===== src/arcc_pkg.sv =====
// ----------------------------------------------------------------------------
// arcc_pkg
// Shared types and constants for the axis range and center calibrator.
// ----------------------------------------------------------------------------
package arcc_pkg;

  localparam int SAMPLE_BITS   = 12;
  localparam int COUNT_BITS    = 16;
  localparam int SUM_BITS      = SAMPLE_BITS + COUNT_BITS;
  localparam int STEP_BITS     = $clog2(SUM_BITS);
  localparam int MODE_BITS     = 2;
  localparam int PHASE_BITS    = 2;
  localparam int CFG_ADDR_BITS = 2;
  localparam int CFG_DATA_BITS = 16;

  // item modes
  localparam logic [MODE_BITS-1:0] MODE_SAMPLE   = 2'd0;
  localparam logic [MODE_BITS-1:0] MODE_EXTREMES = 2'd1;
  localparam logic [MODE_BITS-1:0] MODE_CENTER   = 2'd2;

  // configuration register indexes
  localparam logic [CFG_ADDR_BITS-1:0] REG_INIT_MIN    = 2'd0;
  localparam logic [CFG_ADDR_BITS-1:0] REG_INIT_CENTER = 2'd1;
  localparam logic [CFG_ADDR_BITS-1:0] REG_INIT_MAX    = 2'd2;
  localparam logic [CFG_ADDR_BITS-1:0] REG_MIN_SAMPLES = 2'd3;

  // reset values
  localparam logic [SAMPLE_BITS-1:0] RST_CAL_MIN     = '0;
  localparam logic [SAMPLE_BITS-1:0] RST_CAL_CENTER  = SAMPLE_BITS'(2048);
  localparam logic [SAMPLE_BITS-1:0] RST_CAL_MAX     = '1;
  localparam logic [COUNT_BITS-1:0]  RST_MIN_SAMPLES = COUNT_BITS'(5);

  typedef enum logic [PHASE_BITS-1:0] {
    PH_IDLE     = 2'd0,
    PH_EXTREMES = 2'd1,
    PH_CENTER   = 2'd2,
    PH_DONE     = 2'd3
  } phase_t;

  typedef struct packed {
    logic accept;   // take the input word and update state
    logic step;     // one divider iteration
    logic finish;   // commit center, load output word
  } ctrl_cmd_t;

  typedef struct packed {
    logic div_last;
  } ctrl_sts_t;

endpackage


===== src/arcc_ctrl.sv =====
// ----------------------------------------------------------------------------
// arcc_ctrl
// Sequencer: accept a word, run the divider, load the result, hand it off.
// ----------------------------------------------------------------------------
module arcc_ctrl import arcc_pkg::*; (
  input  logic      clk,
  input  logic      rst,
  input  logic      in_valid,
  output logic      in_stall,
  output logic      out_valid,
  input  logic      out_stall,
  input  ctrl_sts_t sts,
  output ctrl_cmd_t cmd
);

  typedef enum logic [3:0] {
    S_IDLE = 4'b0001,
    S_DIV  = 4'b0010,
    S_FIN  = 4'b0100,
    S_OUT  = 4'b1000
  } state_t;

  state_t state, state_next;

  always_ff @(posedge clk) begin
    if (rst) begin
      state <= S_IDLE;
    end else begin
      state <= state_next;
    end
  end

  always_comb begin
    state_next = state;
    case (state)
      S_IDLE: if (in_valid) state_next = S_DIV;
      S_DIV:  if (sts.div_last) state_next = S_FIN;
      S_FIN:  state_next = S_OUT;
      S_OUT:  if (!out_stall) state_next = S_IDLE;
      default: state_next = S_IDLE;
    endcase
  end

  assign in_stall   = (state != S_IDLE);
  assign out_valid  = (state == S_OUT);
  assign cmd.accept = (state == S_IDLE) && in_valid;
  assign cmd.step   = (state == S_DIV);
  assign cmd.finish = (state == S_FIN);

endmodule


===== src/arcc_dp.sv =====
// ----------------------------------------------------------------------------
// arcc_dp
// Calibration state, restoring divider for the center mean, output word.
// ----------------------------------------------------------------------------
module arcc_dp import arcc_pkg::*; (
  input  logic                     clk,
  input  logic                     rst,
  input  ctrl_cmd_t                cmd,
  output ctrl_sts_t                sts,
  input  logic                     cfg_we,
  input  logic [CFG_ADDR_BITS-1:0] cfg_addr,
  input  logic [CFG_DATA_BITS-1:0] cfg_wdata,
  input  logic [MODE_BITS-1:0]     mode,
  input  logic [SAMPLE_BITS-1:0]   sample,
  output logic [PHASE_BITS-1:0]    phase_now,
  output logic [SAMPLE_BITS-1:0]   live_value,
  output logic [SAMPLE_BITS-1:0]   tracked_min,
  output logic [SAMPLE_BITS-1:0]   tracked_max,
  output logic [SAMPLE_BITS-1:0]   running_center,
  output logic [SAMPLE_BITS-1:0]   result_min,
  output logic [SAMPLE_BITS-1:0]   result_center,
  output logic [SAMPLE_BITS-1:0]   result_max,
  output logic                     command_refused,
  output logic                     apply_allowed
);

  phase_t                 phase, phase_next;
  logic [SAMPLE_BITS-1:0] sweep_min, sweep_min_next;
  logic [SAMPLE_BITS-1:0] sweep_max, sweep_max_next;
  logic [SUM_BITS-1:0]    center_sum, center_sum_next;
  logic [COUNT_BITS-1:0]  center_count, center_count_next;
  logic [SAMPLE_BITS-1:0] cal_min, cal_min_next;
  logic [SAMPLE_BITS-1:0] cal_max, cal_max_next;
  logic [SAMPLE_BITS-1:0] cal_center;
  logic [SAMPLE_BITS-1:0] last_sample;
  logic [COUNT_BITS-1:0]  min_samples;
  logic                   refused, refused_next;
  logic                   commit, commit_next;

  // divider: remainder and dividend/quotient shift register
  logic [COUNT_BITS-1:0]  rem;
  logic [SUM_BITS-1:0]    quo;
  logic [STEP_BITS-1:0]   step_cnt;
  logic [COUNT_BITS:0]    rem_sh;
  logic [COUNT_BITS:0]    rem_diff;
  logic                   q_bit;
  logic [SAMPLE_BITS-1:0] mean;

  always_comb begin
    phase_next        = phase;
    sweep_min_next    = sweep_min;
    sweep_max_next    = sweep_max;
    center_sum_next   = center_sum;
    center_count_next = center_count;
    cal_min_next      = cal_min;
    cal_max_next      = cal_max;
    refused_next      = 1'b0;
    commit_next       = 1'b0;
    case (mode)
      MODE_SAMPLE: begin
        if (phase == PH_EXTREMES) begin
          if (sample < sweep_min) sweep_min_next = sample;
          if (sample > sweep_max) sweep_max_next = sample;
        end else if (phase == PH_CENTER && center_count != '1) begin
          center_sum_next   = center_sum + SUM_BITS'(sample);
          center_count_next = center_count + 1'b1;
        end
      end
      MODE_EXTREMES: begin
        if (phase == PH_EXTREMES) begin
          if (sweep_min < sweep_max) begin
            cal_min_next = sweep_min;
            cal_max_next = sweep_max;
          end
          phase_next        = PH_CENTER;
          center_sum_next   = '0;
          center_count_next = '0;
        end else begin
          sweep_min_next = '1;
          sweep_max_next = '0;
          phase_next     = PH_EXTREMES;
        end
      end
      MODE_CENTER: begin
        if (phase != PH_IDLE) begin
          if (center_count == '0 || center_count < min_samples) begin
            refused_next = 1'b1;
          end else begin
            commit_next = 1'b1;
            phase_next  = PH_DONE;
          end
        end
      end
      default: ;
    endcase
  end

  assign rem_sh   = {rem, quo[SUM_BITS-1]};
  assign rem_diff = rem_sh - {1'b0, center_count};
  assign q_bit    = (rem_sh >= {1'b0, center_count});
  assign mean     = (center_count == '0) ? '0 : quo[SAMPLE_BITS-1:0];
  assign sts.div_last = (step_cnt == STEP_BITS'(SUM_BITS - 1));

  always_ff @(posedge clk) begin
    if (rst) begin
      phase        <= PH_IDLE;
      sweep_min    <= '1;
      sweep_max    <= '0;
      center_sum   <= '0;
      center_count <= '0;
      cal_min      <= RST_CAL_MIN;
      cal_center   <= RST_CAL_CENTER;
      cal_max      <= RST_CAL_MAX;
      last_sample  <= '0;
      min_samples  <= RST_MIN_SAMPLES;
      refused      <= 1'b0;
      commit       <= 1'b0;
      step_cnt     <= '0;
    end else begin
      if (cfg_we) begin
        case (cfg_addr)
          REG_INIT_MIN:    cal_min     <= cfg_wdata[SAMPLE_BITS-1:0];
          REG_INIT_CENTER: cal_center  <= cfg_wdata[SAMPLE_BITS-1:0];
          REG_INIT_MAX:    cal_max     <= cfg_wdata[SAMPLE_BITS-1:0];
          REG_MIN_SAMPLES: min_samples <= cfg_wdata[COUNT_BITS-1:0];
          default: ;
        endcase
      end
      if (cmd.accept) begin
        phase        <= phase_next;
        sweep_min    <= sweep_min_next;
        sweep_max    <= sweep_max_next;
        center_sum   <= center_sum_next;
        center_count <= center_count_next;
        cal_min      <= cal_min_next;
        cal_max      <= cal_max_next;
        if (mode == MODE_SAMPLE) last_sample <= sample;
        refused      <= refused_next;
        commit       <= commit_next;
        step_cnt     <= '0;
      end else if (cmd.step) begin
        step_cnt <= step_cnt + 1'b1;
      end
      if (cmd.finish && commit) cal_center <= mean;
    end
  end

  // divider datapath and output word, no reset needed
  always_ff @(posedge clk) begin
    if (cmd.accept) begin
      rem <= '0;
      quo <= center_sum_next;
    end else if (cmd.step) begin
      rem <= q_bit ? rem_diff[COUNT_BITS-1:0] : rem_sh[COUNT_BITS-1:0];
      quo <= {quo[SUM_BITS-2:0], q_bit};
    end
    if (cmd.finish) begin
      phase_now       <= PHASE_BITS'(phase);
      live_value      <= last_sample;
      tracked_min     <= sweep_min;
      tracked_max     <= sweep_max;
      running_center  <= mean;
      result_min      <= cal_min;
      result_center   <= commit ? mean : cal_center;
      result_max      <= cal_max;
      command_refused <= refused;
      apply_allowed   <= (phase == PH_CENTER) || (phase == PH_DONE);
    end
  end

endmodule


===== src/axis_range_center_calibrator.sv =====
// Flow: accepting an input word starts the bit-serial 28-by-16 divider;
// after its 28 iterations the result is loaded and out_valid rises.
// One word in flight at a time; in_stall is high until the result is taken.
// Reset (rst, synchronous): phase idle, sweep/center state cleared,
// calibration values and sample threshold back to their defaults.
// ----------------------------------------------------------------------------
// axis_range_center_calibrator
// Min/max sweep and center averaging calibration for one axis.
// ----------------------------------------------------------------------------
module axis_range_center_calibrator import arcc_pkg::*; (
  input  logic                     clk,
  input  logic                     rst,
  input  logic                     cfg_we,
  input  logic [CFG_ADDR_BITS-1:0] cfg_addr,
  input  logic [CFG_DATA_BITS-1:0] cfg_wdata,
  input  logic                     in_valid,
  output logic                     in_stall,
  input  logic [MODE_BITS-1:0]     mode,
  input  logic [SAMPLE_BITS-1:0]   sample,
  output logic                     out_valid,
  input  logic                     out_stall,
  output logic [PHASE_BITS-1:0]    phase_now,
  output logic [SAMPLE_BITS-1:0]   live_value,
  output logic [SAMPLE_BITS-1:0]   tracked_min,
  output logic [SAMPLE_BITS-1:0]   tracked_max,
  output logic [SAMPLE_BITS-1:0]   running_center,
  output logic [SAMPLE_BITS-1:0]   result_min,
  output logic [SAMPLE_BITS-1:0]   result_center,
  output logic [SAMPLE_BITS-1:0]   result_max,
  output logic                     command_refused,
  output logic                     apply_allowed
);

  ctrl_cmd_t cmd;
  ctrl_sts_t sts;

  arcc_ctrl u_ctrl (
    .clk       (clk),
    .rst       (rst),
    .in_valid  (in_valid),
    .in_stall  (in_stall),
    .out_valid (out_valid),
    .out_stall (out_stall),
    .sts       (sts),
    .cmd       (cmd)
  );

  arcc_dp u_dp (
    .clk             (clk),
    .rst             (rst),
    .cmd             (cmd),
    .sts             (sts),
    .cfg_we          (cfg_we),
    .cfg_addr        (cfg_addr),
    .cfg_wdata       (cfg_wdata),
    .mode            (mode),
    .sample          (sample),
    .phase_now       (phase_now),
    .live_value      (live_value),
    .tracked_min     (tracked_min),
    .tracked_max     (tracked_max),
    .running_center  (running_center),
    .result_min      (result_min),
    .result_center   (result_center),
    .result_max      (result_max),
    .command_refused (command_refused),
    .apply_allowed   (apply_allowed)
  );

endmodule


===== config.mk =====
export PLATFORM = sky130hd
export DESIGN_NAME = axis_range_center_calibrator
export DESIGN_NICKNAME = d
export VERILOG_FILES = /design/src/arcc_pkg.sv /design/src/arcc_ctrl.sv /design/src/arcc_dp.sv /design/src/axis_range_center_calibrator.sv
export SDC_FILE = /design/constraint.sdc
export NUM_CORES = 1
export LEC_CHECK = 0
export ABC_AREA = 1
export BUFFER_PORTS_ARGS = -buffer_cell sky130_fd_sc_hd__buf_2
export CAP_MARGIN = 40
export CELL_PAD_IN_SITES_DETAIL_PLACEMENT = 1
export CELL_PAD_IN_SITES_GLOBAL_PLACEMENT = 2
export CORE_AREA = 2 2 204 206
export DETAILED_ROUTE_END_ITERATION = 12
export DIE_AREA = 0 0 206 208
export PLACE_DENSITY = 0.79
export SYNTH_ARGS = -nofsm -noshare
export SYNTH_HDL_FRONTEND = slang
export SYNTH_HIERARCHICAL = 1
export SYNTH_SLANG_ARGS = --single-unit

===== constraint.sdc =====
create_clock -name clk -period 5.04 [get_ports clk]
set_input_delay 0.504 -clock clk [delete_from_list [all_inputs] [get_ports clk]]
set_output_delay 0.504 -clock clk [all_outputs]
set_load 0.02 [all_outputs]

; Yosys cells after proc, flatten, opt, wreduce, memory -nomap -nowiden
; Index checks and enable logic that the tools add are counted.
; W data, S select, Z words.
[classes]
n_addsub = 4
n_lt_le_gt_ge = 5
eq_ne = 30
mux = 50
reduce_logical = 28
[op_table]
columns = operator, count
row1 = $mux W12, 23
row2 = $mux W28, 5
row3 = $mux W16, 4
row4 = $pmux W28 S2, 1
row5 = $pmux W12 S2, 2
row6 = $pmux W16 S2, 1
row7 = $add A28 B12 Y28, 1
row8 = $reduce_and A5 Y1, 5
row9 = $lt A12 B12 Y1, 2
row10 = $ne A2 B1 Y1 const B, 10
row11 = $reduce_bool A2 Y1, 9
row12 = $ge A17 B16 Y1, 1
row13 = $add A16 B1 Y16 const B, 1
row14 = $logic_not A16 Y1, 1
row15 = $lt A16 B16 Y1, 1
row16 = $ne A16 B16 Y1 const B, 1
row17 = $pmux W4 S4, 1
row18 = $sub A16 B16 Y16, 1
row19 = $gt A12 B12 Y1, 1
row20 = $mux W4, 3
row21 = $eq A2 B2 Y1 const B, 5
row22 = $ne A2 B2 Y1 const B, 5
row23 = $eq A2 B1 Y1 const B, 3
row24 = $mux W1, 6
row25 = 16 further kinds, 24
[totals]
ff_bits = 277
in_bits = 37
out_inout_bits = 90
elab_cells = 143

; Depth between registers and ports, before layout
[depth]
word_depth = 6
mapped_depth = 17
ltp_nobuf = 15

; Modules after synthesis
; The synthesis kept the hierarchy.
[modules_own_cells]
columns = mod, n_inst, cells_each, area_each_um2, seq_area_each_um2
row1 = arcc_dp, 1, 1806, 14249.9, 6626.4
row2 = arcc_ctrl, 1, 35, 236.5, 80.1

; Worst setup path after synthesis
; No wires, ideal clock.
[synth_path]
path_kind = register -> register
startpoint = reg u_ctrl.state[1]
endpoint = reg u_dp.cal_center[11]
setup_time_ns = 0.126
t_arrival_ns = 3.395
t_required_ns = 4.914
path_slack_ns = 1.519
stages_incl_launch_ff = 10
n_path_buf = 1
period_less_slack_ns = 3.521
path_cell_list = dfxtp_1 -> nor2_1 -> nand3_1 -> inv_1 -> nand2_1 -> o31ai_1 -> clkbuf_1 -> nand3_1 -> o21ai_0 -> nand2_1
[synth_rtl]
columns = item, line
row1 = from (decl), arcc_ctrl.sv:23  ; state_t state, state_next;
row2 = from (signal assigned), arcc_ctrl.sv:29  ; state <= state_next;
row3 = to (signal assigned), arcc_dp.sv:123  ; REG_INIT_CENTER: cal_center <= cfg_wdata[SAMPLE_BITS-1:0];
row4 = to (signal assigned), arcc_dp.sv:144  ; if (cmd.finish && commit) cal_center <= mean;
row5 = to (decl), arcc_dp.sv:34  ; logic [SAMPLE_BITS-1:0] cal_center;

==> flow_summary_export.csv <==
group,metric,value,unit
status,status,"completed",
timing,fin_setup_tns,0,ns
final_layout,area_delta_synth_final,16.4,%
synthesis,synth_edf_count,116,
timing,finalCritPeriodShare,59.5,%
timing,fin_ws,2.04,ns
final_layout,regArea,6710,um2
clock_network,ctsHtreeMaxLevel,2,
timing,slew_viol_final,0,
placed_design,dp_cells,2446,
die,rows,74,
clock_network,numCtsBuffers,34,
die,pin_count,127,
clock_network,cts_tree,"yes",
worst_hold_path,hold_path.class,"in -> reg",
final_layout,drive_gt1_share,12.1,%
setup_path,start_kind,"flip-flop",
setup_path,arrival,3.40,ns
detailed_routing,wl_per_cell,19.0,um
global_route,grt_util_all_layers,22.5,%
flow_run,max-cap-violations,0,
synthesis,synth_seq_cells,277,
timing,finalSetupViolCount,0,
global_route,grt_pass1_vias,12900,
final_layout,multi_input_area,6750,um2
setup_path,required,5.44,ns
timing,fmax,333,MHz
detailed_routing,vias,12900,
placed_design,place.gp.congestion,0.881,
die,floorplan.initialDensity,35.7,%
synthesis,syn_inst,1841,
synthesis,async_flop_share,0,%
clock_network,clk-insertion-delay-late,0.54,ns
clock_network,path_clk_slew,0.06,ns
die,die_w,206,um
global_route,grt_first_pass_wirelength,74500,um
final_layout,nFillCells,4980,
synthesis,synth_top_area_share,24.0,%
final_layout,final_util,41.6,%
setup_path,cp_cell_sequence,"inv_1, nor2_2, nand3_1, clkinv_1, buf_4, nand2_1, nand3_1, inv_1, nand2_1, nand3_1",
setup_path,setup.worst_path.end_class,"flip-flop",
placed_design,dp_slack,2.04,ns
die,dieHeight,208,um
detailed_routing,first_pass_iters,5,
placed_design,hpwl,35800,um
global_route,antenna_found_initial,2,
timing,hold_ws,0.264,ns
detailed_routing,drc,0,
timing,finalHoldViolCount,0,
setup_path,rr_startpoint,"u_ctrl/state[0]",
synthesis,syn_area,14500,um2
clock_network,clk_path_buf_depth,3,
setup_path,critPathSlowestCell,"nand3_1",
final_layout,finalNonFillerCells,2508,
detailed_routing,wirelength,47600,um
clock_network,cts_resized,0,
timing,skew,0.0136,ns
synthesis,synth_fp_nets,1960,
power_and_ir_drop,p_per_area,462,nW/um2
detailed_routing,vias_per_cell,5.16,
timing,rsz0062_at_grt,"no",
final_layout,stdcell_area,16900,um2
setup_path,path_buf_inv,4,
clock_network,cts-hold-fix-buffers,0,
synthesis,yosys.cell_types.count,48,
die,coreArea,40600,um2
die,dieArea,42800,um2
power_and_ir_drop,leakage,7.46,nW
synthesis,yosysMostFrequentCell,"nand2_1",
timing,worst_pin_slew,0.924,ns
global_route,grt_overflow,0,
clock_network,cts_root_buf,"clkbuf_16",
power_and_ir_drop,power,7.79,mW
setup_path,critPathLaunch,"u_ctrl/state[0]",
final_layout,fin_nets,2069,
synthesis,synth.top_cells.by_count,"532 x nand2_1, 185 x inv_1, 161 x dfxtp_1",
synthesis,synth_area_leader_cell,"edfxtp_1",
setup_path,cp_slowest_stage_delay,0.56,ns
worst_hold_path,hp-start,"cfg_wdata[13]",
setup_path,crit_top_cell,"nand3_1",
global_route,grt_start_max_net_pins,66,
detailed_routing,dr.first_iter.drc_count,677,
synthesis,ys.flop_type,"dfxtp_1",
synthesis,synth_area_per_cell,7.87,um2
detailed_routing,postRouteAntennaNets,0,
timing,period_needed,3.00,ns
power_and_ir_drop,ir_drop,0.364,mV
setup_path,cp_max_fo,53,
clock_network,cts_setup_buffers,0,
synthesis,synth_seq_area_share,46.3,%
clock_network,cts.sinks,277,
placed_design,place_area,15600,um2
setup_path,critPathKind,"reg -> reg",
placed_design,port_buffers,126,
synthesis,synthTopCellsByArea,"edfxtp_1 24%, dfxtp_1 22%, nand2_1 14%, ha_1 6.9%, nand3_1 4.8%",
setup_path,critPathTopFamily,"simple AND/OR/NAND/NOR gates",
timing,max_slew_margin,38.4,%
synthesis,yosys_warnings,6,
worst min-delay path: stages:
cell and delay (ns):
buf_2 0.07, o21ai_0 0.07, a21oi_1 0.11
placed cells by master (no fill, tap or decap), types with 7 or more instances in the layout:
cell type,Yosys,routed
a21oi_1,126,126
a31oi_1,14,14
buf_2,15,127
buf_4,5,14
bufinv_16,0,7
clkbuf_16,0,35
dfxtp_1,161,161
edfxtp_1,116,116
ha_1,80,80
inv_1,185,183
inv_2,7,7
nand2_1,532,532
nand3_1,140,140
nand4_1,30,30
nor2_1,115,115
nor2_4,9,9
nor3_1,23,23
o211ai_1,30,30
o21ai_0,113,113
o21ai_1,12,12
xnor2_1,8,8
xor2_1,8,8
final cells by class:
cell class	instances	area share, %
flip-flops and latches	277	39.8
well taps	532	3.95
diodes	1	0.0148
repair buffers	143	4.64
clock inverters	15	1.57
inverters	193	4.30
clock buffers	46	5.73
multi-input cells	1301	40.0
worst paths after layout:
| check | to | slack (ns) | depth (start not counted) |
|---|---|---|---|
| worst max-delay path | u_dp/cal_max[4] | 2.04 | 10 |
| worst min-delay path | u_dp/min_samples[13] | 0.26 | 3 |
| worst max register to register | u_dp/cal_max[4] | 2.04 | 10 |
| worst min register to register | u_dp/live_value[7] | 0.43 | 0 |
flip-flops by register name, summed over array words and instances (netlist names), 16 cells and up:
| signal | count |
|---|---|
| u_dp/min_samples | 16 |
| u_dp/center_sum | 28 |
| u_dp/quo | 28 |
| u_dp/center_count | 16 |
| u_dp/rem | 16 |
power by group:
group | leakage, nW | total, mW | internal, mW | switching [mW]
Clock | 0.596 | 2.70 | 1.71 | 0.993
Combinational | 4.51 | 2.49 | 0.860 | 1.63
Sequential | 2.35 | 2.59 | 2.50 | 0.0984
Total | 7.46 | 7.79 | 5.07 | 2.72
per-layer routing:
layer	share of wire (%)	global-route usage (%)
met5	0.027	0
met4	2.6	7.39
met3	3.6	2.98
met2	46	36.4
met1	48	30.9
cells by family (layout without fill, tap and decap cells):
logic type | after synthesis | in the layout | synth area share [%]
fa+ha+maj | 82 | 82 | 7.19
compound gates | 319 | 319 | 12.3
other cells | 0 | 1 | 0
xor+xnor | 16 | 16 | 0.967
simple gates | 884 | 884 | 26.2
flops | 277 | 277 | 46.3
buf+inv | 263 | 397 | 7.13
No activity file was read; power rests on OpenSTA's default activity.
